<file path="config.mk">
export PLATFORM = sky130hd
export DESIGN_NAME = ghdb_emit
export DESIGN_NICKNAME = d
export VERILOG_FILES = /design/src/rtl/core/ghdb_pkg.sv /design/src/rtl/core/ghdb_emit.sv
export SDC_FILE = /design/constraint.sdc
export NUM_CORES = 1
export LEC_CHECK = 0
export ABC_AREA = 1
export BUFFER_PORTS_ARGS = -buffer_cell sky130_fd_sc_hd__buf_2
export CORE_ASPECT_RATIO = 0.75
export CORE_MARGIN = 3
export CORE_UTILIZATION = 35
export CTS_CLUSTER_DIAMETER = 50
export DETAILED_ROUTE_END_ITERATION = 8
export PLACE_DENSITY = 0.64
export SLEW_MARGIN = 30
export SYNTH_ARGS = -nofsm -noshare
export SYNTH_HDL_FRONTEND = slang
export SYNTH_SLANG_ARGS = --single-unit
</file>
<file path="constraint.sdc">
create_clock -name clk -period 5.2 [get_ports clk]
set_clock_uncertainty 0.05 [all_clocks]
set_input_delay 1.04 -clock clk [delete_from_list [all_inputs] [get_ports clk]]
set_output_delay 1.04 -clock clk [all_outputs]
set_load 0.02 [all_outputs]
</file>
<file path="src/rtl/core/ghdb_pkg.sv">
// Shared types, constants and the gray conversion for the gray/half/double resizer.
`timescale 1ns / 1ps

package ghdb_pkg;

  // Configuration port
  localparam int CFG_W   = 12;
  localparam int CFG_IDX_W = 1;
  localparam logic [CFG_IDX_W-1:0] REG_FRAME_WIDTH  = 1'd0;
  localparam logic [CFG_IDX_W-1:0] REG_FRAME_HEIGHT = 1'd1;
  localparam logic [CFG_W-1:0] FRAME_WIDTH_RST  = 12'd640;
  localparam logic [CFG_W-1:0] FRAME_HEIGHT_RST = 12'd480;

  // Geometry
  localparam int MAX_WIDTH_DEF = 2048;
  localparam int DIM_MIN       = 2;
  localparam logic [CFG_W-1:0] HEIGHT_CAP = 12'd2048;
  localparam int ROW_W   = 11;   // row counter and output coordinates
  localparam int HALF_W  = 10;   // half-image index kept for coordinates

  // Luma weights, Q0.16
  localparam logic [15:0] WT_RED   = 16'd13933;
  localparam logic [15:0] WT_GREEN = 16'd46871;
  localparam logic [15:0] WT_BLUE  = 16'd4732;

  // Position of the last result inside a 2x2 block
  localparam logic [1:0] SUB_LAST = 2'd3;

  typedef struct packed {
    logic [7:0] red;
    logic [7:0] green;
    logic [7:0] blue;
  } pix_t;

  typedef struct packed {
    logic [7:0]       gray_value;
    logic [ROW_W-1:0] out_row;
    logic [ROW_W-1:0] out_col;
    logic             last_of_run;
  } res_t;

  // Everything the emitter needs to produce the blocks of one kept pixel
  typedef struct packed {
    logic [7:0]        g;
    logic [7:0]        above;
    logic [7:0]        left_above;
    logic [7:0]        left_current;
    logic [HALF_W-1:0] i;
    logic [HALF_W-1:0] j;
    logic [3:0]        mask;   // bit k: block k of (i-1,j-1),(i-1,j),(i,j-1),(i,j)
  } blk_t;

  function automatic logic [7:0] gray_of(pix_t p);
    logic [23:0] s;
    s = 24'(p.red) * 24'(WT_RED) + 24'(p.green) * 24'(WT_GREEN)
      + 24'(p.blue) * 24'(WT_BLUE);
    return s[23:16];
  endfunction

endpackage

</file>
<file path="src/rtl/core/ghdb_emit.sv">
// Emitter: walks a kept pixel's 2x2 blocks, one result per cycle unless stalled.
`timescale 1ns / 1ps

module ghdb_emit (
  input  logic           clk,
  input  logic           rst_n,
  input  logic           ld_valid,
  input  ghdb_pkg::blk_t ld_blk,
  output logic           room,
  output logic           out_valid,
  input  logic           out_stall,
  output ghdb_pkg::res_t out_data
);
  import ghdb_pkg::*;

  logic       em_valid_r, em_valid_nxt;
  blk_t       em_blk_r;
  logic [3:0] em_mask_r, em_mask_nxt;
  logic [1:0] em_sub_r, em_sub_nxt;
  logic       out_valid_r;
  res_t       out_data_r, res_nxt;

  logic        out_free, em_emit, em_done, em_load;
  logic [3:0]  mask_rest;
  logic [1:0]  sel;
  logic [7:0]  va, vb, vc, vd;
  logic [8:0]  sum_ab, sum_ac;
  logic [9:0]  sum_all;
  logic [HALF_W-1:0] bi, bj;

  assign out_free  = !out_valid_r || !out_stall;
  assign em_emit   = em_valid_r && out_free;
  assign mask_rest = em_mask_r & (em_mask_r - 4'd1);
  assign em_done   = em_emit && (em_sub_r == SUB_LAST) && (mask_rest == 4'd0);
  assign room      = !em_valid_r || em_done;
  assign em_load   = ld_valid && room;

  // lowest pending block
  always_comb begin
    if (em_mask_r[0]) sel = 2'd0;
    else if (em_mask_r[1]) sel = 2'd1;
    else if (em_mask_r[2]) sel = 2'd2;
    else sel = 2'd3;
  end

  always_comb begin
    case (sel)
      2'd0: begin
        va = em_blk_r.left_above;   vb = em_blk_r.above;
        vc = em_blk_r.left_current; vd = em_blk_r.g;
      end
      2'd1: begin
        va = em_blk_r.above; vb = em_blk_r.above;
        vc = em_blk_r.g;     vd = em_blk_r.g;
      end
      2'd2: begin
        va = em_blk_r.left_current; vb = em_blk_r.g;
        vc = em_blk_r.left_current; vd = em_blk_r.g;
      end
      default: begin
        va = em_blk_r.g; vb = em_blk_r.g;
        vc = em_blk_r.g; vd = em_blk_r.g;
      end
    endcase
  end

  assign sum_ab  = 9'(va) + 9'(vb);
  assign sum_ac  = 9'(va) + 9'(vc);
  assign sum_all = 10'(va) + 10'(vb) + 10'(vc) + 10'(vd);
  assign bi = sel[1] ? em_blk_r.i : em_blk_r.i - 10'd1;
  assign bj = sel[0] ? em_blk_r.j : em_blk_r.j - 10'd1;

  always_comb begin
    case (em_sub_r)
      2'd0:    res_nxt.gray_value = va;
      2'd1:    res_nxt.gray_value = sum_ab[8:1];
      2'd2:    res_nxt.gray_value = sum_ac[8:1];
      default: res_nxt.gray_value = sum_all[9:2];
    endcase
    res_nxt.out_row     = {bi, em_sub_r[1]};
    res_nxt.out_col     = {bj, em_sub_r[0]};
    res_nxt.last_of_run = (em_sub_r == SUB_LAST) && (mask_rest == 4'd0);
  end

  always_comb begin
    em_valid_nxt = em_valid_r;
    em_mask_nxt  = em_mask_r;
    em_sub_nxt   = em_sub_r;
    if (em_emit) begin
      if (em_sub_r == SUB_LAST) begin
        em_mask_nxt = mask_rest;
        em_sub_nxt  = 2'd0;
      end else begin
        em_sub_nxt = em_sub_r + 2'd1;
      end
      if (em_done) em_valid_nxt = 1'b0;
    end
    if (em_load) begin
      em_valid_nxt = 1'b1;
      em_mask_nxt  = ld_blk.mask;
      em_sub_nxt   = 2'd0;
    end
  end

  always_ff @(posedge clk) begin
    if (!rst_n) begin
      em_valid_r  <= 1'b0;
      em_mask_r   <= 4'd0;
      em_sub_r    <= 2'd0;
      out_valid_r <= 1'b0;
    end else begin
      em_valid_r <= em_valid_nxt;
      em_mask_r  <= em_mask_nxt;
      em_sub_r   <= em_sub_nxt;
      if (out_free) out_valid_r <= em_valid_r;
    end
  end

  always_ff @(posedge clk) begin
    if (em_load) em_blk_r <= ld_blk;
    if (em_emit) out_data_r <= res_nxt;
  end

  assign out_valid = out_valid_r;
  assign out_data  = out_data_r;

  a_mask_live: assert property (@(posedge clk) disable iff (!rst_n)
    em_valid_r |-> em_mask_r != 4'd0)
    else $error("emitter busy with no pending block");

  a_last_flag: assert property (@(posedge clk) disable iff (!rst_n)
    em_done |=> out_valid_r && out_data_r.last_of_run)
    else $error("final result of a pixel lacks last_of_run");

  a_emit_shows: assert property (@(posedge clk) disable iff (!rst_n)
    em_emit |=> out_valid_r)
    else $error("emitted result did not reach the output register");

endmodule
</file>
Yosys cells after proc, flatten, opt, wreduce, memory -nomap -nowiden
Index checks and enable logic that the tools add are counted.

Flip-flop bits (word level): 91. Bits of input ports: 60. Output and inout bits: 33. Word-level logic and storage cells: 67.

Add/subtract/negate cells: 9. Equality and inequality tests: 5. Multiplexer cells: 16. Bitwise gates (word level): 2. Reductions and logical operators: 21.

Operators by type and width (number): one-hot mux 8 bit (3 select lines) (2); adder 8 x 8 -> 9 bit (3); 2-to-1 mux 10 bit (2); subtractor 10 x 1 -> 10 bit, second input constant (2); 2-to-1 mux 8 bit (2); 2-to-1 mux 4 bit (3); adder 10 x 8 -> 10 bit (1); adder 9 x 8 -> 10 bit (1); == test 2 bit, second input constant (3); 2-to-1 mux 2 bit (3); nonzero test 2 bit (3); OR reduction 2 bit (3); logical AND 1 bit (5); bitwise AND 4 bit (1); == test 2 x 1 -> 1 bit, second input constant (2); zero test 2 bit (2); zero test 4 bit (1); 2-to-1 mux 1 bit (4); AND reduction 2 bit (2); subtractor 4 x 1 -> 4 bit, second input constant (1); zero test 1 bit (3); adder 2 x 1 -> 2 bit, second input constant (1); logical OR 1 bit (2); inverter 1 bit (1).

Depth between registers and ports, before layout
Gate-level depths: netlist of run 1.

Depth after elaboration: 10. Gate-level depth with buffers: 23.

Worst setup path before layout of run 1
OpenSTA, ideal clock, no wires.

Path kind: reg2reg. Start point: register em_mask_r[1]. End point: register out_data_r, in the netlist out_data[28] (data pin). Data arrival time: 3.286 ns. Data required time: 4.895 ns. Setup slack: 1.609 ns. Cell stages (with the launch flop): 19. Buffers on the path: 2. Clock period less this slack: 3.591 ns. Cells stage by stage: dfxtp_1 -> nor2_1 -> buf_2 -> buf_1 -> o21ai_0 -> fa_1 -> fa_1 -> inv_1 -> fa_1 -> nand3_1 -> nand3_1 -> nand2_1 -> nand2_1 -> nand2_1 -> nand2_1 -> nor2_1 -> o21ai_0 -> o21ai_0 -> inv_1.

RTL lines: start, declared (line ghdb_emit.sv:18) `logic [3:0] em_mask_r, em_mask_nxt;`; start signal, assigned (line ghdb_emit.sv:113) `em_mask_r <= em_mask_nxt;`; end signal, assigned (line ghdb_emit.sv:121) `if (em_emit) out_data_r <= res_nxt;`; end, declared (line ghdb_emit.sv:21) `res_t out_data_r, res_nxt;`.

==> results_dict.tcl, run 1 <==
set metrics [dict create \
    fin_crit_ns 4.118 \
    dp_hpwl_um 9352 \
    holdPathStages 2 \
    worst-path-buf-inv 3 \
    diodes 0 \
    ctsHoldBuffers 0 \
    tns_ns 0 \
    crit_cells 17 \
    hold_viol 0 \
    slowest_stage "fa_1" \
    async_flop_share_pct 0 \
    drv_slew 0 \
    die_h_um 109.0 \
    p_leak_uw 0.002591 \
    worstSetupEndpointType "register" \
    cts.path.max_buffers 2 \
    power.total_uw 2306 \
    gp_congestion 0.9656 \
    cts-root-buf "clkbuf_16" \
    synth_area_per_cell_um2 10.46 \
    rows 36 \
    cap_violations 0 \
    ant_nets 0 \
    hp-class "register to register" \
    r2r_cells 17 \
    io_buffers 92 \
    cp_cell_sequence "inv_2 -> nand2_2 -> nor2_4 -> inv_2 -> o21ai_0 -> fa_1 -> fa_1 -> inv_1 -> fa_1 -> nand3_1 -> nand3_1 -> nand2_1 -> nand2_1 -> nand2_1 -> a21oi_1 -> o21ai_0 -> a22oi_1" \
    cts.clk_slew.worst_paths_ns 0.07 \
    initial_utilization_pct 36.88 \
    grt_pass1_vias 3596 \
    cp.arrival_ns 4.16 \
    clk_latency_ns 0.35 \
    status "completed" \
    grtUsageTotal_pct 15.31 \
    regArea_mm2 0.002653 \
    nets 668 \
    powerDensity_mw_per_mm2 390.1 \
    layout-drive-gt1-share_pct 21.66 \
    grt_start_max_net_pins 56 \
    netlist_instances 473 \
    via_count 3690 \
    start_kind "register" \
    fp.dieArea_mm2 0.01562 \
    syn-num-nets 569 \
    fp.dieW_um 143.3 \
    crit_family "adder cells" \
    post_cts_buffers 0 \
    required_ns 5.24 \
    worstMarginPinSlew_ns 0.6767 \
    ys_seq_area_share_pct 53.59 \
    fillers 1257 \
    ys_seq_elements 91 \
    ys_dominant_reg_cell "edfxtp_1" \
    cts.htree.levels 3 \
    cts.repair.resized 0 \
    ir_drop_v 0.0001700 \
    core_mm2 0.01342 \
    finalCritPeriodShare_pct 79.20 \
    wl_per_cell_um 15.55 \
    drtIter0Drc 368 \
    ios 93 \
    syn_area_mm2 0.004950 \
    max_stage_delay_ns 0.52 \
    relSlewSlack_pct 54.89 \
    critPathKind "register to register" \
    drt_wl_total_um 11630 \
    cp_max_fo 14 \
    syn2layout_area_growth_pct 19.44 \
    cts_tree "built" \
    cts.sinks 91 \
    netlist-cell-type-count 39 \
    synth_edf_count 83 \
    antenna_found_initial 0 \
    synth.yosys.warnings 0 \
    numCtsBuffers 9 \
    rsz0062_at_grt "no" \
    routed_via_density 4.933 \
    firstDrtPassIters 5 \
    grt-ovfl-total 0 \
    fmax_mhz 242.8 \
    drc 0 \
    setup_viol 0 \
    grt_pass1_wl_um 18380 \
    multi_input_area_mm2 0.001981 \
]
## layout by cell type, fill, tap and decap left out, drive strengths merged, types with 6 or more instances in the layout
cell	count
buf	94
nand2	93
edfxtp	83
inv	78
o21ai	36
nor2	28
nand3	21
a21oi	20
ha	19
xor2	17
fa	17
clkbuf	10
dfxtp	8
mux2i	7
xnor2	6
nor3	6
## synthesized netlist by cell type (4+ instances only)
cell / number / area share (%)
nand3_1: 21 / 2.1
clkbuf_1: 4 / 0.30
dfxtp_1: 8 / 3.2
xor2_1: 17 / 3.0
fa_1: 17 / 6.9
nand2_1: 90 / 6.8
nor2_1: 27 / 2.0
a21oi_1: 20 / 2.0
o211ai_1: 4 / 0.61
a211oi_1: 4 / 0.61
nand4_1: 4 / 0.51
ha_1: 19 / 4.8
mux2i_1: 7 / 1.4
o21ai_0: 34 / 3.4
inv_2: 5 / 0.38
xnor2_1: 6 / 1.1
inv_1: 72 / 5.5
edfxtp_1: 83 / 50
## routing by layer
| layer | up-vias | track usage [%] | share of wire (%) |
|---|---|---|---|
| met2 | 164 | 21.15 | 42 |
| met5 | - | 0 | 0 |
| met1 | 1722 | 23.15 | 48 |
| met4 | 0 | 5.578 | 1.3 |
| met3 | 12 | 3.814 | 8.4 |
| li1 | 1792 | - | - |
## area by class of cell
type	count	share of cell area, %
well taps	171	3.619
repair buffers	94	8.042
flip-flops and latches	91	44.87
inverters	78	4.995
clock inverters	6	1.101
clock buffers	10	3.873
multi-input cells	298	33.50
## cell families after synthesis
kind of cell / Yosys count / share of synthesized area, %
simple gates: 158 / 14.16
compound gates: 74 / 8.696
mux: 7 / 1.416
flops: 91 / 53.59
fa+ha+maj: 36 / 11.68
buf+inv: 84 / 6.395
xor+xnor: 23 / 4.070
## worst reg2reg max path, cell delays in order, from the launching register on
cell and delay [ns]:
dfxtp_1 0.48, inv_2 0.19, nand2_2 0.18, nor2_4 0.23, inv_2 0.10, o21ai_0 0.36, fa_1 0.50, fa_1 0.52
inv_1 0.07, fa_1 0.46, nand3_1 0.10, nand3_1 0.11, nand2_1 0.08, nand2_1 0.04, nand2_1 0.07, a21oi_1 0.08
o21ai_0 0.16, a22oi_1 0.10
## worst paths after layout
check               start      endpoint  slack (ns)
min reg2reg     out_valid     out_valid        0.44
max          em_mask_r[0]  out_data[30]        1.08
min             out_valid     out_valid        0.44
max reg2reg  em_mask_r[0]  out_data[30]        1.08
## power breakdown
group          switching (uW)  internal, uW  total (uW)
clock                     270           373         643
combinational             482           286         769
sequential               30.4           864         894
total                     783          1520        2310
## sequential cells by signal (all words and copies together) (netlist names)
| name | flops |
|---|---|
| em_blk_r | 44 |
| em_sub_r | 2 |
| out_valid | 1 |
| em_valid_r | 1 |
| vd | 8 |
| out_data | 31 |
| em_mask_r | 4 |
## through the flow
stage / instances / setup slack (ns) / hold WS [ns] / util, % / cell area [um^2]
after floorplan: 473 / 1.609 / 0.4081 / - / 4950
after global placement: 732 / 1.286 / 0.4338 / 41.83 / 5615
after detailed placement: 732 / 1.126 / 0.4335 / 41.85 / 5618
after CTS: 748 / 1.126 / 0.4435 / 44.04 / 5912
after global routing: 748 / 0.7392 / 0.4688 / 44.04 / 5912
final: 748 / 1.082 / 0.4353 / 44.04 / 5912
Power figures use the tool's default switching activity.
==> run 2: changes to the inputs <==
ABC_AREA = 0   (was 1)
PLACE_DENSITY = 0.66   (was 0.64)
clock period = 3.7 ns   (was 5.2 ns; I/O delays follow)
==> run 2 against run 1 <==
Hold slack better by 0.0092 ns. Combinational power up 66%. Synthesized area up 0.83%. Synthesized cell count down 11%. Critical path type unchanged. Largest cell class unchanged. Largest power group is now combinational logic.
==> results_dict.tcl, run 2 <==
set metrics [dict create \
    status "completed" \
    fp.dieArea_mm2 0.01574 \
    layout.cells.most_common "buf_2" \
    fmax_mhz 274.9 \
    antenna_found_initial 0 \
    final_util_pct 47.84 \
    r2r_cells 13 \
    dpl_cell_area_mm2 0.005978 \
    io_buffers 92 \
    layout-drive-gt1-share_pct 36.11 \
    hold_viol 0 \
    drv_slew 0 \
    fin_crit_ns 3.637 \
    start_kind "register" \
    cts-root-buf "clkbuf_16" \
    dp_slack_ns -0.1587 \
    gp_congestion 0.8487 \
    die_h_um 109.4 \
    numCtsBuffers 9 \
    syn2layout_area_growth_pct 32.69 \
    firstDrtPassIters 5 \
    rows 37 \
    grtUsageTotal_pct 14.71 \
    multi_input_area_mm2 0.002328 \
    cap_violations 0 \
    final_area_mm2 0.006623 \
    ys_dominant_reg_cell "edfxtp_1" \
    ys_seq_elements 91 \
    hp-class "register to register" \
    worst_slack_ns 0.06251 \
    yosys.area.top_type_share_pct 49.94 \
    synth.yosys.warnings 0 \
    worstMarginPinSlew_ns 0.6438 \
    synth_area_per_cell_um2 11.88 \
    cts.path.max_buffers 2 \
    ir_drop_v 0.0002473 \
    grt_start_max_net_pins 53 \
    yosys.area.top_type "edfxtp_1" \
    fp.dieW_um 143.9 \
    ctsHoldBuffers 0 \
    via_count 3623 \
    drt_wl_total_um 11560 \
    initial_utilization_pct 36.06 \
    synth.most_common_cell "edfxtp_1" \
    syn-num-nets 516 \
    ant_nets 0 \
    grt-ovfl-total 0 \
    holdWs_ns 0.4444 \
    grt_pass1_vias 3616 \
    worst-path-buf-inv 1 \
    dp_hpwl_um 8956 \
    core_mm2 0.01384 \
    finalCritPeriodShare_pct 98.31 \
    setup_viol 0 \
    worstSetupEndpointType "register" \
    synth_commonest_cells "83 x edfxtp_1, 41 x inv_1, 32 x nand2_1, 28 x a21oi_1, 26 x mux2i_1" \
    cp.arrival_ns 3.69 \
    syn_area_mm2 0.004991 \
    cp_cell_sequence "nor2_4 -> mux2i_2 -> fa_1 -> inv_1 -> fa_1 -> and3b_2 -> fa_2 -> a21o_1 -> a21oi_4 -> nor4bb_1 -> a31oi_1 -> o221ai_1 -> a21o_1" \
    clk_latency_ns 0.34 \
    cts.htree.levels 3 \
    synth_edf_count 83 \
    crit_cells 13 \
    routed_via_density 4.824 \
    netlist-cell-type-count 55 \
    slowest_stage "fa_1" \
    cts.clk_slew.worst_paths_ns 0.07 \
    cts_tree "built" \
    async_flop_share_pct 0 \
    ys_seq_area_share_pct 53.15 \
    drtIter0Drc 204 \
    powerDensity_mw_per_mm2 528.8 \
    regArea_mm2 0.002661 \
    ios 93 \
    netlist_instances 420 \
    relSlewSlack_pct 57.08 \
    largest_reg_flops 44 \
    wl_per_cell_um 15.40 \
    holdPathStages 0 \
    regMostFlops "em_blk_r" \
    nets 667 \
    fillers 1236 \
    mostFrequentLayoutCells "92 x buf_2, 83 x edfxtp_1, 54 x buf_4" \
    cp_max_fo 8 \
    critPathKind "register to register" \
    rsz0062_at_grt "yes" \
    diodes 0 \
    p_leak_uw 0.002771 \
    synthTopCellsByArea "edfxtp_1 50%, fa_1 6.8%, mux2i_1 5.2%" \
    max_stage_delay_ns 0.44 \
    crit_family "adder cells" \
    drc 0 \
    grt_pass1_wl_um 17850 \
    required_ns 3.75 \
    cts.sinks 91 \
]
## run 2: cell types whose count changed in the layout (fill, tap and decap cells not counted), sizes merged, moves of 6 or more
cell	before	now
nor2b	0	7
nand2b	0	6
xor2	17	11
o21ai	36	19
nor2	28	22
xnor2	6	13
inv	78	44
nand2	93	32
buf	94	152
mux2i	7	26
a21oi	20	28
nand3	21	5
## run 2: what timing repair did
action,4_1_cts,5_1_grt
hold endpoints to repair,0,0
endpoints found under the setup margin,4,6
resized for setup,22,22
buffers inserted,10,7
pin swaps,16,19
## run 2: where the power goes
group          internal, uW  switching (uW)
Sequential             1200            35.9
Combinational           645             638
Clock                   595             385
Total                  2440            1060
## run 2: cells by family after synthesis
group | Yosys count | synth area share (%)
AND/OR/NAND/NOR | 103 | 10.20
flip-flops | 91 | 53.15
AO/OA/AOI/OAI | 80 | 10.15
buffers and inverters | 54 | 4.161
adder cells (fa/ha/maj) | 37 | 11.78
multiplexers | 31 | 6.342
XOR/XNOR | 24 | 4.212
## run 2: worst paths after layout
check	end	slack [ns]	from
worst max-delay path	out_data[28]	0.06	em_mask_r[0]
worst min register to register	out_data[1]	0.44	em_sub_r[0]
worst max register to register	out_data[28]	0.06	em_mask_r[0]
worst min-delay path	out_data[1]	0.44	em_sub_r[0]
## run 2: metrics by stage
step	cells	TNS [ns]	total power, uW
floorplan	420	0	1966
global placement	718	-0.05114	2313
detailed placement	718	-0.5168	2329
CTS	744	-0.06465	3397
global route	751	-0.4434	3733
finish	751	0	3502
## run 2: final cells by class
cell class | instances | area share, %
sequential | 91 | 40.19
clock inverter | 7 | 1.474
inverter | 42 | 2.381
tap | 175 | 3.306
timing repair buffer | 152 | 14.09
multi-input combinational | 275 | 35.16
clock buffer | 9 | 3.401
## run 2: layer usage
metal | GRT usage, % | part of all wire, %
met1 | 20.18 | 46
met2 | 23.54 | 47
met3 | 3.870 | 5.5
met4 | 3.360 | 0.89
met5 | 0 | 0
==> run 3: changes to the inputs <==
ABC_AREA = 1   (was 0)
CELL_PAD_IN_SITES_DETAIL_PLACEMENT = 0   (was not set)
CELL_PAD_IN_SITES_GLOBAL_PLACEMENT = 1   (was not set)
PLACE_DENSITY = 0.78   (was 0.66)
==> run 3 against run 2 <==
Cell count grew 3.5%. Hold slack about the same. Setup slack improved by 0.12 ns. Core utilization down 1.6 points. Non-clock buffer count decreased by 29. Sequential cell count stayed put. Count of clock-buffer cells in the layout unchanged. Combinational power shrank 4%. Power down 2.5%. Die area down 0.79%. Sequential power hardly changed. Largest power group is now registers.
==> results_dict.tcl, run 3 (same netlist as run 1, synthesis figures left out) <==
set metrics [dict create \
    status "completed" \
    cp_max_fo 5 \
    clk_latency_ns 0.34 \
    ios 93 \
    required_ns 3.74 \
    die_h_um 109.0 \
    endpoint "out_data[29]" \
    numCtsBuffers 9 \
    syn2layout_area_growth_pct 25.51 \
    firstDrtPassIters 4 \
    drt_wl_total_um 11540 \
    diodes 0 \
    grtUsageTotal_pct 14.94 \
    top_layer "met4" \
    gp_congestion 0.8521 \
    cts.sinks 91 \
    ant_nets 0 \
    ctsHoldBuffers 0 \
    r2r_cells 18 \
    slowest_stage "fa_1" \
    crit_family "adder cells" \
    relSlewSlack_pct 57.78 \
    final_area_mm2 0.006212 \
    cp_cell_sequence "inv_2 -> nand2_2 -> nor2_4 -> buf_4 -> nand2_1 -> o2111ai_2 -> fa_1 -> inv_1 -> fa_1 -> inv_1 -> ha_1 -> inv_1 -> o21bai_1 -> a31oi_1 -> nand2_1 -> xor2_1 -> nor2_1 -> a21oi_1" \
    worstMarginPinSlew_ns 0.6323 \
    crit_cells 18 \
    drv_slew 0 \
    grt-ovfl-total 0 \
    fmax_mhz 284.3 \
    rsz0062_at_grt "yes" \
    worstSetupEndpointType "register" \
    p_leak_uw 0.002754 \
    grt_pass1_wl_um 17920 \
    r2r_slack_ns 0.18 \
    setup_viol 0 \
    wl_met3_um 667 \
    cap_violations 0 \
    grt_pass1_vias 3558 \
    largest_reg_flops 44 \
    wl_per_cell_um 14.85 \
    worst-path-buf-inv 5 \
    max_stage_delay_ns 0.59 \
    nets 697 \
    powerDensity_mw_per_mm2 549.7 \
    drtIter0Drc 233 \
    cts_tree "built" \
    min_from "out_valid" \
    critPathKind "register to register" \
    fin_crit_ns 3.517 \
    cts.htree.levels 3 \
    crit_path_start "em_mask_r[1]" \
    drc 0 \
    dpl_cell_area_mm2 0.005816 \
    hold_viol 0 \
    initial_utilization_pct 36.88 \
    holdWs_ns 0.4442 \
    cp.arrival_ns 3.56 \
    io_buffers 92 \
    ir_drop_v 0.0002387 \
    cts-root-buf "clkbuf_16" \
    r2r-start "em_mask_r[1]" \
    antenna_found_initial 0 \
    grt_start_max_net_pins 28 \
    drt-met1-wl_um 5759 \
    mostFrequentLayoutCells "92 x buf_2, 89 x nand2_1, 83 x edfxtp_1" \
    regMostFlops "em_blk_r" \
    dp_hpwl_um 9163 \
    hp-class "register to register" \
    met2RoutedLength_um 5006 \
    worstReg2RegEnd "out_data[29]" \
    layout.cells.most_common "buf_2" \
    core_mm2 0.01342 \
    routed_via_density 4.799 \
    layout-drive-gt1-share_pct 27.89 \
    start_kind "register" \
    cts.path.max_buffers 2 \
    via_count 3729 \
    holdPathStages 2 \
    crit_path_frequent_cell "inv_1" \
    fp.dieArea_mm2 0.01562 \
    finalCritPeriodShare_pct 95.05 \
    fp.dieW_um 143.3 \
    cts.clk_slew.worst_paths_ns 0.07 \
    rows 36 \
]
[run 3: cell type report]
type	count	area, um^2
Clock buffer	9	225.2
Clock inverter	7	75.07
Fill cell	1292	7211
Inverter	78	295.3
Multi-Input combinational cell	298	2036
Sequential cell	91	2661
Tap cell	171	214.0
Timing Repair Buffer	123	705.7
[run 3: power by group]
part	switching [uW]	internal [uW]	total, uW
Combinational	701	533	1230
Sequential	39.1	1210	1250
Clock	400	528	928
[run 3: repair_timing]
item | in CTS | in global routing
buffers inserted | 0 | 4
setup endpoints to repair | 0 | 6
resized for setup | 0 | 28
[run 3: worst min-delay path by stage]
stage / end / slack [ns]
after detailed placement: em_mask_r[3] / 0.43
final: out_valid / 0.44
after CTS: em_mask_r[3] / 0.44
after global placement: em_mask_r[3] / 0.42
after floorplan: em_mask_r[3] / 0.41
after global routing: em_mask_r[3] / 0.48
[run 3: worst min-delay path, cell delays in order, from the launching register on]
cell and delay, ns:
dfxtp_1 0.31, nand2_1 0.08, a21oi_1 0.06
[run 3: layer usage]
layer | vias to the layer above | track usage [%]
li1 | 1852 | -
met2 | 104 | 21.92
met5 | - | 0
met4 | 0 | 3.495
met3 | 9 | 3.814
met1 | 1764 | 22.28
[run 3: stage by stage]
step | utilization, % | instances | total power [uW] | setup WS [ns] | setup TNS [ns]
2_1_floorplan | - | 473 | 2062 | 0.1090 | 0
3_3_place_gp | 43.33 | 757 | 2406 | 0.04838 | 0
3_5_place_dp | 43.33 | 757 | 2418 | 0.02399 | 0
4_1_cts | 45.56 | 773 | 3366 | 0.001797 | 0
5_1_grt | 46.28 | 777 | 3657 | -0.02379 | -0.02379
6_report | 46.28 | 777 | 3415 | 0.1831 | 0
